--- src/rtl/core/bfns_pkg.sv ---
`timescale 1ns / 1ps

package bfns_pkg;

   // fixed field widths
   localparam int CMD_W    = 3;
   localparam int IDX_W    = 13;
   localparam int CFG_W    = 13;
   localparam int FIDX_W   = 12;
   localparam int GROUP_W  = 8;
   localparam int GRPOFF_W = 3;

   // store geometry; the word width is a power of two
   localparam int MAX_BITS  = 4096;
   localparam int WORD_BITS = 64;
   localparam int OFF_W     = $clog2(WORD_BITS);

   localparam logic [CFG_W-1:0] CFG_RESET = 13'd4096;

   typedef enum logic [CMD_W-1:0] {
      CMD_CLEAR = 3'd0,
      CMD_FILL  = 3'd1,
      CMD_SET   = 3'd2,
      CMD_UNSET = 3'd3,
      CMD_GET   = 3'd4,
      CMD_FIND  = 3'd5
   } cmd_type;

   typedef enum logic [3:0] {
      ST_INIT,
      ST_IDLE,
      ST_DECODE,
      ST_SWEEP,
      ST_DIV,
      ST_LOAD,
      ST_RMW,
      ST_SCAN,
      ST_PICK,
      ST_FIN,
      ST_RESP
   } state_type;

   // controller to datapath
   typedef struct packed {
      logic accept;
      logic div_start;
      logic clear_word;
      logic sweep_start;
      logic sweep_step;
      logic load_start;
      logic scan_step;
      logic enc_group;
      logic enc_pick;
      logic finish_find;
      logic rmw;
      logic res_zero;
      logic res_err;
      logic rsp_load;
   } ctl_type;

   // datapath to controller
   typedef struct packed {
      cmd_type cmd;
      logic    in_range;
      logic    init_last;
      logic    at_limit;
      logic    scan_hit;
   } stat_type;

endpackage

--- src/rtl/core/bfns_ctrl.sv ---
`timescale 1ns / 1ps

// command sequencer and response handshake
module bfns_ctrl (
   input  logic               clock,
   input  logic               reset,
   input  logic               req_tvalid,
   output logic               req_tready,
   output logic               rsp_tvalid,
   input  logic               rsp_tready,
   input  bfns_pkg::stat_type stat,
   output bfns_pkg::ctl_type  ctl
);

   bfns_pkg::state_type state_ff, state_in;
   logic                rsp_valid_ff, rsp_valid_in;

   always_ff @(posedge clock) begin
      if (reset) begin
         state_ff     <= bfns_pkg::ST_INIT;
         rsp_valid_ff <= 1'b0;
      end else begin
         state_ff     <= state_in;
         rsp_valid_ff <= rsp_valid_in;
      end
   end

   // next state and commands
   always_comb begin
      state_in   = state_ff;
      ctl        = '0;
      req_tready = 1'b0;
      case (state_ff)
         bfns_pkg::ST_INIT: begin
            ctl.clear_word = 1'b1;
            if (stat.init_last) begin
               state_in = bfns_pkg::ST_IDLE;
            end
         end
         bfns_pkg::ST_IDLE: begin
            req_tready = 1'b1;
            if (req_tvalid) begin
               ctl.accept = 1'b1;
               state_in   = bfns_pkg::ST_DECODE;
            end
         end
         bfns_pkg::ST_DECODE: begin
            case (stat.cmd)
               bfns_pkg::CMD_CLEAR, bfns_pkg::CMD_FILL: begin
                  ctl.sweep_start = 1'b1;
                  state_in        = bfns_pkg::ST_SWEEP;
               end
               bfns_pkg::CMD_SET, bfns_pkg::CMD_UNSET, bfns_pkg::CMD_GET: begin
                  if (stat.in_range) begin
                     ctl.div_start = 1'b1;
                     state_in      = bfns_pkg::ST_DIV;
                  end else begin
                     ctl.res_err = 1'b1;
                     state_in    = bfns_pkg::ST_RESP;
                  end
               end
               bfns_pkg::CMD_FIND: begin
                  if (stat.in_range) begin
                     ctl.div_start = 1'b1;
                     state_in      = bfns_pkg::ST_DIV;
                  end else begin
                     ctl.res_zero = 1'b1;
                     state_in     = bfns_pkg::ST_RESP;
                  end
               end
               default: begin
                  ctl.res_zero = 1'b1;
                  state_in     = bfns_pkg::ST_RESP;
               end
            endcase
         end
         bfns_pkg::ST_SWEEP: begin
            if (stat.at_limit) begin
               ctl.res_zero = 1'b1;
               state_in     = bfns_pkg::ST_RESP;
            end else begin
               ctl.sweep_step = 1'b1;
            end
         end
         bfns_pkg::ST_DIV: begin
            ctl.load_start = 1'b1;
            state_in       = bfns_pkg::ST_LOAD;
         end
         bfns_pkg::ST_LOAD: begin
            state_in = (stat.cmd == bfns_pkg::CMD_FIND) ? bfns_pkg::ST_SCAN
                                                       : bfns_pkg::ST_RMW;
         end
         bfns_pkg::ST_RMW: begin
            ctl.rmw  = 1'b1;
            state_in = bfns_pkg::ST_RESP;
         end
         bfns_pkg::ST_SCAN: begin
            if (stat.at_limit) begin
               ctl.res_zero = 1'b1;
               state_in     = bfns_pkg::ST_RESP;
            end else if (stat.scan_hit) begin
               ctl.enc_group = 1'b1;
               state_in      = bfns_pkg::ST_PICK;
            end else begin
               ctl.scan_step = 1'b1;
            end
         end
         bfns_pkg::ST_PICK: begin
            ctl.enc_pick = 1'b1;
            state_in     = bfns_pkg::ST_FIN;
         end
         bfns_pkg::ST_FIN: begin
            ctl.finish_find = 1'b1;
            state_in        = bfns_pkg::ST_RESP;
         end
         bfns_pkg::ST_RESP: begin
            if (!rsp_valid_ff || rsp_tready) begin
               ctl.rsp_load = 1'b1;
               state_in     = bfns_pkg::ST_IDLE;
            end
         end
         default: begin
            state_in = bfns_pkg::ST_IDLE;
         end
      endcase
   end

   // output slot
   always_comb begin
      rsp_valid_in = rsp_valid_ff;
      if (ctl.rsp_load) begin
         rsp_valid_in = 1'b1;
      end else if (rsp_tready) begin
         rsp_valid_in = 1'b0;
      end
   end

   assign rsp_tvalid = rsp_valid_ff;

endmodule

--- config.mk ---
export PLATFORM = sky130hd
export DESIGN_NAME = bfns_ctrl
export DESIGN_NICKNAME = d
export VERILOG_FILES = /design/src/rtl/core/bfns_pkg.sv /design/src/rtl/core/bfns_ctrl.sv
export SDC_FILE = /design/constraint.sdc
export NUM_CORES = 1
export LEC_CHECK = 0
export ABC_AREA = 1
export ABC_CLOCK_PERIOD_IN_PS = 1400
export BUFFER_PORTS_ARGS = -buffer_cell sky130_fd_sc_hd__buf_2
export CORE_MARGIN = 1
export CORE_UTILIZATION = 39
export CTS_CLUSTER_DIAMETER = 30
export CTS_CLUSTER_SIZE = 28
export DETAILED_ROUTE_END_ITERATION = 7
export HOLD_SLACK_MARGIN = 0.12
export PLACE_DENSITY = 0.7
export SETUP_SLACK_MARGIN = 0.3
export SLEW_MARGIN = 20
export SYNTH_ARGS = -nofsm -noshare
export SYNTH_HDL_FRONTEND = slang
export SYNTH_SLANG_ARGS = --single-unit
--- constraint.sdc ---
create_clock -name clock -period 1.4 [get_ports clock]
set_input_delay 0.14 -clock clock [delete_from_list [all_inputs] [get_ports clock]]
set_output_delay 0.14 -clock clock [all_outputs]
set_load 0.02 [all_outputs]
==> impl_metrics.json <==
{
  "async_flop_share": 0,
  "io_pins": 27,
  "fin_tns_setup_ns": 0,
  "fin_worst_skew_ns": 0.002283,
  "die_x_um": 41.08,
  "first_pass_iters": 4,
  "crit_path_top_delay_cell": "dfxtp_2",
  "status": "finished, final reports clean",
  "cts_max_level": 1,
  "path_buf_inv": 3,
  "pre_cts_ws_ns": 0.1316,
  "drt_wl_total_mm": 2.031,
  "synth.area.top_cells": "dfxtp_1 17%, nor2_1 13%, inv_1 11%, nand2_1 11%, nand2_2 7.4%",
  "synth_cell_types": 23,
  "grt_pass1_vias": 678,
  "coreArea_um2": 1366,
  "drcViolationCount": 0,
  "avgSynthCellArea_um2": 5.566,
  "fin_crit_ns": 1.391,
  "drive_gt1_frac": 0.5586,
  "ir_worst_vdd_mv": 1.151,
  "vias": 817,
  "crit_cells": 6,
  "synthCells": 107,
  "setup_slack_ns": 0.009218,
  "dieHeight_um": 41.08,
  "cts_buffers": 3,
  "ys_seq_elements": 5,
  "grt_pass1_wl_mm": 2.980,
  "rows": 13,
  "port_buffers": 26,
  "n_antenna_cell": 0,
  "drt_iter0_drc": 15,
  "hpwl_mm": 1.366,
  "final_hold_viol_count": 0,
  "hold_path_depth": 4,
  "fmax_mhz": 719.0,
  "rr_worst_depth": 9,
  "synth_area_um2": 595.6,
  "leakagePower_uw": 0.0005518,
  "wl_per_cell_um": 12.69,
  "drv_slew": 0,
  "ant_nets": 0,
  "instances_no_fill": 160,
  "area_growth_pct": 69.12,
  "syn-num-nets": 118,
  "clk_pin_slew_ns": 0.04,
  "cp.arrival_ns": 1.25,
  "yosysMostFrequentCell": "nor2_1",
  "place_area_um2": 804.5,
  "via_per_inst": 5.106,
  "worst-path-max-fanout": 4,
  "worstPathCellList": "nor2_4 -> inv_2 -> nor2_2 -> nand2_1 -> inv_1 -> buf_4",
  "ys.flop_type": "dfxtp_1",
  "max-slew-margin-rel": 0.7402,
  "grtUsageTotal": 0.2667,
  "tightest_slew_ns": 0.3883,
  "drv_cap": 0,
  "initial_core_util": 0.4359,
  "place_congestion": 0.8882,
  "overflow": 0,
  "synth_commonest_cells": "21 x nor2_1, 18 x inv_1, 17 x nand2_1, 7 x nand2_2, 6 x inv_2",
  "clock_sinks": 5,
  "yosys.area.top_type_share": 0.1681,
  "dpl.cell_count": 147,
  "cp.required_ns": 1.26,
  "finalInstanceArea_um2": 1007,
  "crit_type": "flop to primary output",
  "critPathCaptureType": "primary output",
  "slowest_delay_ns": 0.35,
  "synth_edf_count": 0,
  "cts_tree": "yes",
  "die_area_um2": 1688,
  "synth_warnings": 0,
  "final_core_util": 0.7372,
  "cts_root_buffer": "clkbuf_4",
  "grt_max_degree": 7,
  "clock_latency_ns": 0.24,
  "hp-class": "input pin to flop",
  "start_kind": "flop",
  "max-clock-path-buffers": 2,
  "antenna_found_initial": 0,
  "ys_seq_area_frac": 0.1681,
  "rsz0062_at_grt": "yes",
  "finalCritPeriodShare": 0.9934,
  "final-setup-viol-count": 0,
  "synth_top_area_cell": "dfxtp_1",
  "power.density_nw_per_um2": 1685,
  "fin_nets": 157,
  "crit_family": "simple AND/OR/NAND/NOR gates"
}
==> flip-flops by register name, indices dropped and copies added (netlist names) <==
signal / cells
rsp_tvalid: 1
state_ff: 4
==> placed cells by master, fill, tap and decap left out, types with 3 or more instances in the layout <==
cell type / Yosys / routed
nor2_4: 2 / 7
nor2_1: 21 / 15
nand2_1: 17 / 16
inv_1: 18 / 14
clkbuf_4: 0 / 3
buf_4: 1 / 15
nand3_1: 4 / 3
o21ai_0: 3 / 3
inv_2: 6 / 9
a21oi_1: 3 / 3
buf_6: 0 / 7
nand2_2: 7 / 6
dfxtp_4: 0 / 3
nor2_2: 5 / 6
buf_2: 0 / 12
==> power by group <==
group	switching (uW)	internal [uW]	leakage (uW)
logic	727	499	0.000493
clock network	53.4	107	0.0000150
registers	105	205	0.0000433
==> worst paths after layout <==
path / startpoint / endpoint / slack (ns)
hold reg to reg: rsp_tvalid / rsp_tvalid / 0.63
hold / removal: rsp_tready / rsp_tvalid / 0.27
setup reg to reg: state_ff[2] / state_ff[1] / 0.04
setup / recovery: state_ff[2] / ctl[12] / 0.009
==> stage by stage <==
stage               power, uW  hold WS, ns
floorplan               995.6       0.1951
global placement         1197       0.3536
detailed placement       1207       0.3512
CTS                      1591       0.2458
global route             1802       0.2674
finish                   1697       0.2666
==> repair_timing <==
item / 4_1_cts / 5_1_grt
endpoints found under the setup margin: 19 / 19
hold buffers: 1 / 0
hold endpoints to repair: 2 / 0
resized for setup: 26 / 11
pin swaps: 9 / 10
buffers inserted: 8 / 0
==> layout make-up <==
type | count | area [um2]
fillers | 112 | 359.1
flip-flops and latches | 5 | 112.6
inverters | 24 | 92.59
repair buffers | 35 | 261.5
multi-input cells | 77 | 495.5
clock buffers | 4 | 26.28
well taps | 15 | 18.77
==> tightest hold or removal path: cells and delay by family <==
kind	cells	cell delay (ns)
buf+inv	1	0.08
simple gates	3	0.24
==> layer usage <==
layer | up-vias | share of wire | GRT usage
met2 | 31 | 0.49 | 0.4570
met4 | 0 | 0.014 | 0.09167
met3 | 6 | 0.042 | 0.03804
met5 | - | 0 | 0
met1 | 372 | 0.45 | 0.3333
li1 | 408 | - | -
==> cells by family after synthesis <==
family	Yosys count	share of synthesized area
buf+inv	25	0.1639
flops	5	0.1681
compound gates	12	0.1239
simple gates	65	0.5441
(Power assumes the default switching activity.)
